<file path="config.mk">
export PLATFORM = sky130hd
export DESIGN_NAME = sfdpl_pan
export DESIGN_NICKNAME = d
export VERILOG_FILES = /design/src/rtl/sfdpl_pkg.sv /design/src/rtl/sfdpl_pan.sv
export SDC_FILE = /design/constraint.sdc
export NUM_CORES = 1
export LEC_CHECK = 0
export BUFFER_PORTS_ARGS = -buffer_cell sky130_fd_sc_hd__buf_2
export CORE_MARGIN = 3
export CORE_UTILIZATION = 60
export DETAILED_ROUTE_END_ITERATION = 12
export PLACE_DENSITY = 0.91
export SLEW_MARGIN = 40
export SYNTH_ARGS = -nofsm -noshare
export SYNTH_HDL_FRONTEND = slang
export SYNTH_SLANG_ARGS = --single-unit
</file>
<file path="constraint.sdc">
create_clock -name clk -period 15.5 [get_ports clk]
set_input_delay 3.1 -clock clk [delete_from_list [all_inputs] [get_ports clk]]
set_output_delay 3.1 -clock clk [all_outputs]
set_load 0.03 [all_outputs]
</file>
<file path="src/rtl/sfdpl_pkg.sv">
// ---------------------------------------------------------------------------
// sfdpl_pkg: shared types and constants
// Types, fixed-point constants and the saturation helper used by the
// stereo feedback delay with triangle pan LFO.
// ---------------------------------------------------------------------------
package sfdpl_pkg;

  // Wide accumulator for the output mix (Q4.22 gain x Q1.15 level x Q1.15 sample)
  localparam int ACC_W = 59;
  // Pan gains, Q4.22, wide enough for two minus the right gain
  localparam int PAN_W = 26;

  localparam logic [15:0] Q15_ONE      = 16'd32768;
  localparam logic [22:0] DEPTH_MAX    = 23'd4194304;
  localparam int          UNITY_GAIN   = 4194304;
  localparam int          GAIN_MAX     = 8388607;
  localparam int          GAIN_MIN     = -8388608;

  localparam logic signed [ACC_W-1:0] SAT_HI = 32767;
  localparam logic signed [ACC_W-1:0] SAT_LO = -32768;

  // Configuration register indexes
  localparam logic [2:0] REG_DELAY_LENGTH  = 3'd0;
  localparam logic [2:0] REG_FEEDBACK_GAIN = 3'd1;
  localparam logic [2:0] REG_WET_LEVEL     = 3'd2;
  localparam logic [2:0] REG_PAN_STEP      = 3'd3;
  localparam logic [2:0] REG_PAN_DEPTH     = 3'd4;
  localparam logic [2:0] REG_ADD_TO_OUTPUT = 3'd5;

  // Sequencer states
  typedef enum logic [2:0] {
    ST_CLEAR,
    ST_IDLE,
    ST_MUL,
    ST_MIX,
    ST_SUM
  } state_t;

  // Stage enables for one channel lane
  typedef struct packed {
    logic load;
    logic mul;
    logic mix;
  } lane_ctrl_t;

  // Clip a wide signed value to signed 16 bits
  function automatic logic signed [15:0] sat16(input logic signed [ACC_W-1:0] v);
    logic signed [15:0] r;
    if (v > SAT_HI) begin
      r = 16'sh7fff;
    end else if (v < SAT_LO) begin
      r = 16'sh8000;
    end else begin
      r = v[15:0];
    end
    return r;
  endfunction

endpackage

</file>
<file path="src/rtl/sfdpl_pan.sv">
// ---------------------------------------------------------------------------
// sfdpl_pan: triangle pan LFO
// Steps the right gain up or down and turns when it leaves unity +/- depth;
// the left gain is two minus the right gain.
// ---------------------------------------------------------------------------
module sfdpl_pan (
  input  logic                               clk,
  input  logic                               rst,
  input  logic                               advance,
  input  logic [15:0]                        step,
  input  logic [22:0]                        depth,
  output logic signed [sfdpl_pkg::PAN_W-1:0] gain_right,
  output logic signed [sfdpl_pkg::PAN_W-1:0] gain_left
);

  localparam int PW = sfdpl_pkg::PAN_W;
  localparam logic signed [PW-1:0] UNITY = PW'(sfdpl_pkg::UNITY_GAIN);
  localparam logic signed [PW-1:0] G_MAX = PW'(sfdpl_pkg::GAIN_MAX);
  localparam logic signed [PW-1:0] G_MIN = PW'(sfdpl_pkg::GAIN_MIN);

  logic signed [23:0]   rg;
  logic                 falling;

  logic signed [PW-1:0] rg_ext;
  logic signed [PW-1:0] step_s;
  logic signed [PW-1:0] depth_s;
  logic signed [PW-1:0] nxt;
  logic signed [PW-1:0] nxt_sat;
  logic                 turn;

  // Next gain, clipped to 24 bits, and the turn test against the swing bounds
  always_comb begin
    rg_ext  = PW'(rg);
    step_s  = {{(PW-16){1'b0}}, step};
    depth_s = {{(PW-23){1'b0}}, depth};
    nxt     = falling ? rg_ext - step_s : rg_ext + step_s;
    if (nxt > G_MAX) begin
      nxt_sat = G_MAX;
    end else if (nxt < G_MIN) begin
      nxt_sat = G_MIN;
    end else begin
      nxt_sat = nxt;
    end
    turn = (nxt_sat > UNITY + depth_s) || (nxt_sat < UNITY - depth_s);
  end

  // Advance once per beat
  always_ff @(posedge clk) begin
    if (rst) begin
      rg      <= 24'(sfdpl_pkg::UNITY_GAIN);
      falling <= 1'b0;
    end else if (advance) begin
      rg      <= nxt_sat[23:0];
      falling <= falling ^ turn;
    end
  end

  assign gain_right = rg_ext;
  assign gain_left  = (UNITY <<< 1) - rg_ext;

endmodule

</file>
==> reports/qor.yml <==
layout:
  post-route-util_pct: 70.0
  syn2layout_area_growth_pct: 11.5
  regArea_um2: 502
  drive_above_1_share_pct: 17.1
  fillers: 638
  multi_input_area_um2: 3860
  nets: 809
  fin_area_um2: 5160
  diodes: 0
floorplan:
  ios: 94
  die_h_um: 93.8
  initial_core_util_pct: 62.8
  dieArea_um2: 8800
  num_rows: 31
  die_x_um: 93.8
  coreArea_um2: 7370
grt:
  grt_max_degree: 35
  grt_overflow: 0
  globalRouteTotalUtil_pct: 28.0
  grt_pass1_vias: 4587
  antenna_found_initial: 0
  grt_pass1_wl_um: 20500
placed_design:
  place_area_um2: 5110
  io_buffers: 92
  dp_slack_ps: 5500
  dp_hpwl_um: 10700
  gp_congestion: 0.933
synth:
  synth_area_um2: 4630
  ys_top_cells_by_count: "71 x ha_1, 69 x nor2_1, 58 x xnor2_1"
  synth.distinct_cells: 61
  synth_nets: 735
  post_synth.cell_area_avg_um2: 7.45
  yosysMostFrequentCell: "ha_1"
  ys_top_cells_by_area: "ha_1 19%, xnor2_1 11%, dfxtp_1 11%"
  yosys.area.top_type: "ha_1"
  synthFlopType: "dfxtp_1"
  ys_seq_area_share_pct: 10.8
  yosys_warnings: 0
  async_reset_ff_share_pct: 0
  synth_top_area_share_pct: 19.2
  synth-seq-cells: 25
  syn_inst: 621
  synth_edf_count: 0
timing:
  rsz0062_at_grt: "false"
  slew_viol_final: 0
  setup_ws_ps: 5550
  fin_crit_sh_pct: 64.2
  worst_hold_slack_ps: 590
  clock_skew_ps: 3.11
  slew_headroom_pct: 46.7
  final.min_clock_period_ps: 9950
  max_freq_mhz: 101
  setup_tns_ps: 0
  hold_viol_final: 0
  setup-violations-final: 0
  tightest_slew_ps: 800
clock_tree:
  ctsRootBufferMaster: "clkbuf_8"
  cts_resized: 0
  cts_buffers: 3
  cts_sinks: 25
  post_cts_buffers: 0
  clk_pin_slew_worst_paths_ps: 80
  cts_tree: "built"
  postCtsHoldBufs: 0
  worstSkewPairLatency_ps: 260
  htree_levels: 1
  cts_buffer_depth: 2
power_and_ir_drop:
  p_per_area_nw_per_um2: 254
  clkPwrFrac_pct: 2.9
  seqPwrFrac_pct: 10.7
  p_sw_mw: 0.775
  leakage_nw: 2.43
  comb_power_share_pct: 86.4
  p_sw_share_pct: 59.2
  ir_worst_vdd_mv: 0.153
  p_int_mw: 0.535
hold_path:
  hold_end: "rg[14]$_SDFFE_PP0P_"
  hold_depth: 2
  min_from: "rg[14]$_SDFFE_PP0P_"
  hp-class: "reg2reg"
routing:
  route.detailed.drc: 0
  vias: 4885
  routed_via_density: 6.16
  wirelength_um: 12900
  drtAntennaViolNets: 0
  drt_iter0_drc: 175
  wl_per_cell_um: 16.3
  drtPass1Iterations: 5
job:
  drv_cap: 0
worst_setup_path:
  r2r-start: "falling$_SDFFE_PP0P_"
  startpoint: "step[2]"
  worst_r2r_path_depth: 22
  worstSetupPathType: "in2reg"
  regToRegSetupSlack_ps: 9050
  critPathRequiredTime_ps: 15650
  start_kind: "input pin"
  critPathMaxFanout: 19
  timing.rr.end: "falling$_SDFFE_PP0P_"
  end_kind: "register"
  crit_arrival_ps: 10100
run_status:
  status: "completed"
==> metrics by stage <==
step           power [mW]  std cells
6_report             1.31        793
5_1_grt              1.43        793
4_1_cts              1.30        793
3_5_place_dp         1.25        789
3_3_place_gp         1.21        789
2_1_floorplan       0.971        621
==> sequential cells by signal, indices dropped and copies added, names as in the netlist <==
name,flops
falling,1
rg,24
==> area by class of cell <==
cell class                 instances  share of cell area (%)
tap                               99                    2.40
sequential                        25                    9.72
multi-input combinational        529                    74.9
inverter                          44                    3.20
timing repair buffer              92                    8.92
clock buffer                       4                   0.873
==> worst max-delay path: stages <==
cell and delay (ps):
buf_2 120, or3_1 460, nor4_1 350, nor2b_1 550, a21oi_1 180, xnor2_1 160, ha_1 390, and3_1 230
a31oi_1 110, a2111o_1 390, and3_1 240, nor2_1 530, nand2_1 530, o21ai_1 320, ha_1 300, a21o_1 180
a21oi_1 140, nor2b_1 60, a2111oi_0 620, o311a_1 280, o21a_1 160, and3_1 160, a32oi_1 50, a31oi_1 180
mux2_1 320
==> cells in the final DEF, fill, tap and decap left out, types with 4 or more instances in the layout <==
cell type / count
a21oi_1: 53
o21bai_1: 4
or4_1: 4
nor2b_1: 10
o21ai_0: 21
xor2_1: 17
a211oi_1: 5
nand2b_1: 5
o21ai_1: 6
o21a_1: 6
nor3_1: 12
mux2i_1: 17
dfxtp_1: 24
nor4_1: 10
a31oi_1: 5
inv_1: 43
nand2_1: 38
nand3_1: 14
a21o_1: 15
xnor2_1: 58
nand4_1: 15
nand3b_1: 5
a31o_2: 8
ha_1: 71
nor2_1: 69
or3_1: 4
buf_2: 92
and3_1: 5
maj3_1: 5
o211ai_1: 5
==> logic make-up (layout without fill, tap and decap cells) <==
logic type / count (synthesis) / in the layout / share of synthesized area [%]
buffers and inverters: 67 / 140 / 5.84
flip-flops: 25 / 25 / 10.8
AO/OA/AOI/OAI: 151 / 151 / 21.3
AND/OR/NAND/NOR: 202 / 202 / 21.8
adder cells (fa/ha/maj): 79 / 79 / 21.2
XOR/XNOR: 76 / 76 / 14.5
multiplexers: 20 / 20 / 4.41
other: 1 / 1 / 0.0810
==> routing by layer <==
metal / up-vias / wire length (um) / track usage, % / part of all wire, %
met5: - / 0 / 0 / 0
met4: 0 / 459 / 9.15 / 3.6
met3: 46 / 763 / 3.61 / 5.9
met2: 200 / 6240 / 49.9 / 48
met1: 2265 / 5450 / 34.7 / 42
li1: 2374 / - / - / -
==> worst max path at each step <==
stage / to / slack [ps] / cells after the start
floorplan: falling$_SDFFE_PP0P_ / 6570 / 27
global placement: falling$_SDFFE_PP0P_ / 5850 / 25
detailed placement: falling$_SDFFE_PP0P_ / 5500 / 25
CTS: falling$_SDFFE_PP0P_ / 5720 / 25
global route: falling$_SDFFE_PP0P_ / 4920 / 25
finish: falling$_SDFFE_PP0P_ / 5550 / 25
==> power by group through the flow <==
stage | Sequential, mW | Combinational, mW | Clock, mW
6_report | 0.140 | 1.13 | 0.0378
5_1_grt | 0.144 | 1.24 | 0.0404
4_1_cts | 0.138 | 1.12 | 0.0382
3_5_place_dp | 0.140 | 1.11 | 0
3_3_place_gp | 0.137 | 1.07 | 0
2_1_floorplan | 0.164 | 0.808 | 0
(Power assumes the default switching activity.)
