### config.mk
export PLATFORM = sky130hd
export DESIGN_NAME = sfdpl_lane
export DESIGN_NICKNAME = d
export VERILOG_FILES = /design/src/rtl/sfdpl_pkg.sv /design/src/rtl/sfdpl_lane.sv
export SDC_FILE = /design/constraint.sdc
export NUM_CORES = 2
export LEC_CHECK = 0
export BUFFER_PORTS_ARGS = -buffer_cell sky130_fd_sc_hd__buf_2
export CAP_MARGIN = 0
export CELL_PAD_IN_SITES_DETAIL_PLACEMENT = 1
export CELL_PAD_IN_SITES_GLOBAL_PLACEMENT = 1
export CORE_MARGIN = 2
export CORE_UTILIZATION = 26
export DETAILED_ROUTE_END_ITERATION = 10
export PLACE_DENSITY = 0.58
export SLEW_MARGIN = 20
export SYNTH_ARGS = -nofsm -noshare
export SYNTH_HDL_FRONTEND = slang
export SYNTH_SLANG_ARGS = --single-unit
### constraint.sdc
create_clock -name clk -period 19.93 [get_ports clk]
set_input_delay 0 -clock clk [delete_from_list [all_inputs] [get_ports clk]]
set_output_delay 0 -clock clk [all_outputs]
set_load 0.03 [all_outputs]
### src/rtl/sfdpl_pkg.sv
// ---------------------------------------------------------------------------
// sfdpl_pkg: shared types and constants
// Types, fixed-point constants and the saturation helper used by the
// stereo feedback delay with triangle pan LFO.
// ---------------------------------------------------------------------------
package sfdpl_pkg;

  // Wide accumulator for the output mix (Q4.22 gain x Q1.15 level x Q1.15 sample)
  localparam int ACC_W = 59;
  // Pan gains, Q4.22, wide enough for two minus the right gain
  localparam int PAN_W = 26;

  localparam logic [15:0] Q15_ONE      = 16'd32768;
  localparam logic [22:0] DEPTH_MAX    = 23'd4194304;
  localparam int          UNITY_GAIN   = 4194304;
  localparam int          GAIN_MAX     = 8388607;
  localparam int          GAIN_MIN     = -8388608;

  localparam logic signed [ACC_W-1:0] SAT_HI = 32767;
  localparam logic signed [ACC_W-1:0] SAT_LO = -32768;

  // Configuration register indexes
  localparam logic [2:0] REG_DELAY_LENGTH  = 3'd0;
  localparam logic [2:0] REG_FEEDBACK_GAIN = 3'd1;
  localparam logic [2:0] REG_WET_LEVEL     = 3'd2;
  localparam logic [2:0] REG_PAN_STEP      = 3'd3;
  localparam logic [2:0] REG_PAN_DEPTH     = 3'd4;
  localparam logic [2:0] REG_ADD_TO_OUTPUT = 3'd5;

  // Sequencer states
  typedef enum logic [2:0] {
    ST_CLEAR,
    ST_IDLE,
    ST_MUL,
    ST_MIX,
    ST_SUM
  } state_t;

  // Stage enables for one channel lane
  typedef struct packed {
    logic load;
    logic mul;
    logic mix;
  } lane_ctrl_t;

  // Clip a wide signed value to signed 16 bits
  function automatic logic signed [15:0] sat16(input logic signed [ACC_W-1:0] v);
    logic signed [15:0] r;
    if (v > SAT_HI) begin
      r = 16'sh7fff;
    end else if (v < SAT_LO) begin
      r = 16'sh8000;
    end else begin
      r = v[15:0];
    end
    return r;
  endfunction

endpackage

### src/rtl/sfdpl_lane.sv
// ---------------------------------------------------------------------------
// sfdpl_lane: one channel of the delay datapath
// Feedback write-back value and the wet/dry/prior output mix for one channel.
// ---------------------------------------------------------------------------
module sfdpl_lane (
  input  logic                                clk,
  input  sfdpl_pkg::lane_ctrl_t               ctrl,
  input  logic signed [15:0]                  sample,
  input  logic signed [15:0]                  prior,
  input  logic signed [15:0]                  stored,
  input  logic signed [16:0]                  fb,
  input  logic signed [16:0]                  wet,
  input  logic signed [16:0]                  dry,
  input  logic signed [sfdpl_pkg::PAN_W-1:0]  gain,
  input  logic                                add_mode,
  output logic signed [15:0]                  store_value,
  output logic signed [15:0]                  result
);

  localparam int AW = sfdpl_pkg::ACC_W;
  localparam logic signed [AW-1:0] RND_OUT = {{(AW-37){1'b0}}, 1'b1, 36'b0};
  localparam logic signed [32:0]   RND_FB  = 33'sd16384;

  logic signed [15:0]   smp;
  logic signed [15:0]   pri;
  logic signed [32:0]   fbprod;
  logic signed [32:0]   wd;
  logic signed [32:0]   dryprod;
  logic signed [AW-1:0] gp;
  logic signed [AW-1:0] base;

  logic signed [32:0]   fb_rnd;
  logic signed [AW-1:0] fb_ext;
  logic signed [AW-1:0] smp_ext;
  logic signed [AW-1:0] dry_ext;
  logic signed [AW-1:0] pri_ext;
  logic signed [AW-1:0] pri_term;
  logic signed [AW-1:0] acc;
  logic signed [AW-1:0] acc_rnd;

  // Hold the beat, then multiply, then scale by gain and gather the dry part
  always_ff @(posedge clk) begin
    if (ctrl.load) begin
      smp <= sample;
      pri <= prior;
    end
    if (ctrl.mul) begin
      fbprod  <= 33'(stored) * 33'(fb);
      wd      <= 33'(stored) * 33'(wet);
      dryprod <= 33'(smp) * 33'(dry);
    end
    if (ctrl.mix) begin
      gp   <= wd * gain;
      base <= (dry_ext <<< 22) + pri_term;
    end
  end

  // Round the feedback product, add the new sample and clip
  always_comb begin
    fb_rnd      = (fbprod + RND_FB) >>> 15;
    fb_ext      = AW'(fb_rnd);
    smp_ext     = AW'(smp);
    store_value = sfdpl_pkg::sat16(fb_ext + smp_ext);
  end

  // Dry part widened; prior value aligned to the accumulator scale in add mode, else zero
  always_comb begin
    dry_ext  = AW'(dryprod);
    pri_ext  = AW'(pri);
    pri_term = add_mode ? (pri_ext <<< 37) : '0;
  end

  // Final sum, round to nearest and clip
  always_comb begin
    acc     = gp + base;
    acc_rnd = (acc + RND_OUT) >>> 37;
    result  = sfdpl_pkg::sat16(acc_rnd);
  end

endmodule

==> reports/results.tsv <==
stage	metric	value	unit
clock_network	Setup Fix Bufs, Post-CTS	0	
logic_synthesis	Syn Nets	9560	
die	Core Area	265000	sq um
clock_network	TritonCTS clock tree	built	
worst_setup_path	Critical-path top delay cell	fa_1	
clock_network	H-tree depth	4	
finish	synthesis-to-layout area growth	8.16	%
timing	Slew Limit Fails	0	
timing	Hold Worst Slack	0.0270	ns
timing	Worst Tran Pin Value	1.19	ns
finish	commonest cells after routing, fill and taps aside	1,782 x inv_1, 1,706 x fa_1, 995 x nand2_1	
logic_synthesis	post-synthesis cell count	7213	
clock_network	clock root buffer	clkbuf_16	
drt	final antenna-violating net count	0	
drt	initial drt markers	2062	
global_routing	global-route wire length before repair	335	mm
drt	Post-Route WL	209	mm
logic_synthesis	synthesized flop and latch total	191	
die	Initial Util	0.261	
clock_network	# clock sinks	191	
timing	RSZ-0062 raised after global routing	no	
worst_setup_path	CP cell instances	buf_4 > nand2_1 > inv_1 > fa_1 > fa_1 > inv_1 > fa_1 > inv_1 > fa_1 > fa_1 > fa_1 > fa_1 > ha_1 > nand4_1 > nand2b_1 > nor3_1 > a2111oi_1 > nor3b_1 > a31oi_1 > xnor2_1	
worst_setup_path	slowest stage delay, CP	0.81	ns
worst_setup_path	Required @ worst endpoint	20.20	ns
timing	Setup Skew	0.0274	ns
worst_setup_path	CP max FO	26	
clock_network	TritonCTS buffer count	17	
timing	fmax	121	MHz
logic_synthesis	Mapped Area	69000	sq um
logic_synthesis	sequential cell area fraction in the yosys report	0.0831	
die	Rows	189	
hold_path	Hold WC Path Type	in2reg	
run	number of max-cap violations	0	
die	DIE HEIGHT	519	um
drt	routed via count	47833	
drt	DR pass1 iterations	5	
logic_synthesis	Post-synth EDFFs	191	
worst_setup_path	startpoint types	flip-flop	
timing	Final Cycle Share	0.413	
clock_network	Clk Latency, worst-skew pair	0.54	ns
drt	DRC errors left	0	
placed_design	Placed Cells	10675	
finish	Finished Layout Cells	10754	
finish	Util after Layout	0.282	
finish	most common cell after layout, fill and taps aside	inv_1	
timing	Fin Setup TNS	0	ns
timing	Final Hold Viols	0	
placed_design	HPWL Detailed	168	mm
clock_network	Clock Path Buffers	2	
global_routing	initial antenna violation count	32	
hold_path	HP Start	ctrl[1]	
logic_synthesis	dominant synthesized flop cell	edfxtp_1	
die	Die W	519	um
die	Die Area	270000	sq um
worst_setup_path	Setup CP Type	reg2reg	
global_routing	grt total ovfl	0	
global_routing	global router's overall resource usage	0.160	
logic_synthesis	Synth cell types	80	
timing	minimum clock period	8.24	ns
drt	WL/cell	19.4	um
logic_synthesis	Avg Synthesized Cell Area	9.57	sq um
timing	Setup-failing EPs final	0	
worst_setup_path	Data arrival, critical path	8.51	ns
die	I/O pins	162	
placed_design	PortBufs	161	
logic_synthesis	yosys warns	0	
timing	worst rel slew slack	0.210	
worst_setup_path	Critical Path Source	wd[32]	
global_routing	largest net degree at the start of global routing	63	
logic_synthesis	ys async rst share	0	
hold_path	worst hold path cell count	1	
clock_network	clock slew at reported path FFs	0.09	ns
placed_design	RD Place Congestion	0.840	
finish	proportion of layout cells with a drive suffix above 1	0.0381	
run_status	status	finished, final reports clean	
drt	drt via density	4.45	
worst_setup_path	Crit. End Element	flip-flop	
global_routing	number of global-route vias before repair	57121	
worst_setup_path	FF-to-FF path depth	20	
finish	Nets	9544	
worst_setup_path	Top cell by count, worst path	fa_1	
worst_setup_path	FF-to-FF Start	wd[32]	
==> synth_stat cells (all sizes together), types with 3 or more instances <==
master   instances  area (sq um)
a311oi           3          26.3
nand3           41           205
fa            1706         34200
o21ai          108           544
or3              6          37.5
clkbuf         272          1020
and3            17           106
o31ai           11          82.6
o211ai           7          52.6
buf              5          27.5
a21boi           7          56.3
nand3b           5          37.5
xnor2          154          1350
nand2          996          3740
a211oi          25           203
a21oi          156           785
o21bai          20           150
nand4           18           113
and4             4          35.0
nor2b           20           125
xor2            60           533
nor4             3          33.8
nor2           119           449
nand2b          66           413
a2111oi          8          97.6
ha             511          6390
a221oi           3          32.5
inv           1783          6690
nor3b            3          22.5
o21a            24           180
o41ai            4          42.6
edfxtp         191          5740
a21o            82           619
a211o            6          52.6
and2           691          4320
or2              7          43.8
a221o            6          60.1
nor3            27           135
a31oi           12          75.1
==> sequential cells by signal, summed over array words and instances, names as in the netlist <==
signal	count
fbprod	19
dryprod	33
base	37
gp	37
pri	16
wd	33
smp	16
==> area by class of cell <==
cell class | instances | area [sq um]
Antenna cell | 11 | 27.5
Timing Repair Buffer | 242 | 1570
Inverter | 1783 | 6690
Tap cell | 3533 | 4420
Fill cell | 30556 | 190000
Clock inverter | 15 | 229
Clock buffer | 17 | 425
Sequential cell | 191 | 5740
Multi-Input combinational cell | 4962 | 55600
==> per-layer routing <==
layer	track usage	wire length, um
met1	0.216	95300
met2	0.275	101000
met3	0.0217	8230
met4	0.0310	3650
met5	0	178
==> cells by family after synthesis <==
| group | after synthesis | share of synthesized area |
|---|---|---|
| adder cells (fa/ha/maj) | 2217 | 0.587 |
| buffers and inverters | 2060 | 0.112 |
| AND/OR/NAND/NOR | 2027 | 0.143 |
| AO/OA/AOI/OAI | 503 | 0.0473 |
| XOR/XNOR | 214 | 0.0273 |
| flip-flops | 191 | 0.0831 |
| multiplexers | 1 | 0.000145 |
==> repair_timing <==
| action | CTS | global route |
|---|---|---|
| endpoints found under the hold margin | 44 | 0 |
| hold buffers | 33 | 0 |
| setup endpoints to repair | 0 | 0 |
| resized for setup | 0 | 0 |
==> worst max-delay path, delay by kind of cell, from the launching register on <==
family	cells	cell delay (ns)
AOI/OAI and AO/OA	2	0.39
xor gates and xnor gates	1	0.14
adders and majority gates	8	4.41
buffers and inverters	4	1.08
DFF	1	0.38
and+or+nand+nor	5	1.55
==> path summary, 6_finish.rpt <==
check                endpoint  slack, ns
setup / recovery       gp[57]      11.69
setup reg to reg       gp[57]      11.69
hold reg to reg      base[36]       0.42
hold / removal    dryprod[28]       0.03
==> metrics by stage <==
| step | area, sq um | worst slack (ns) |
|---|---|---|
| CTS | 74600 | 11.59 |
| global placement | 73500 | 11.72 |
| global route | 74700 | 11.20 |
| floorplan | 69000 | 12.93 |
| detailed placement | 73600 | 11.63 |
| finish | 74700 | 11.69 |
Power is not shown: default switching activity piles up to over one toggle a cycle in this logic, so the estimate is an artifact.
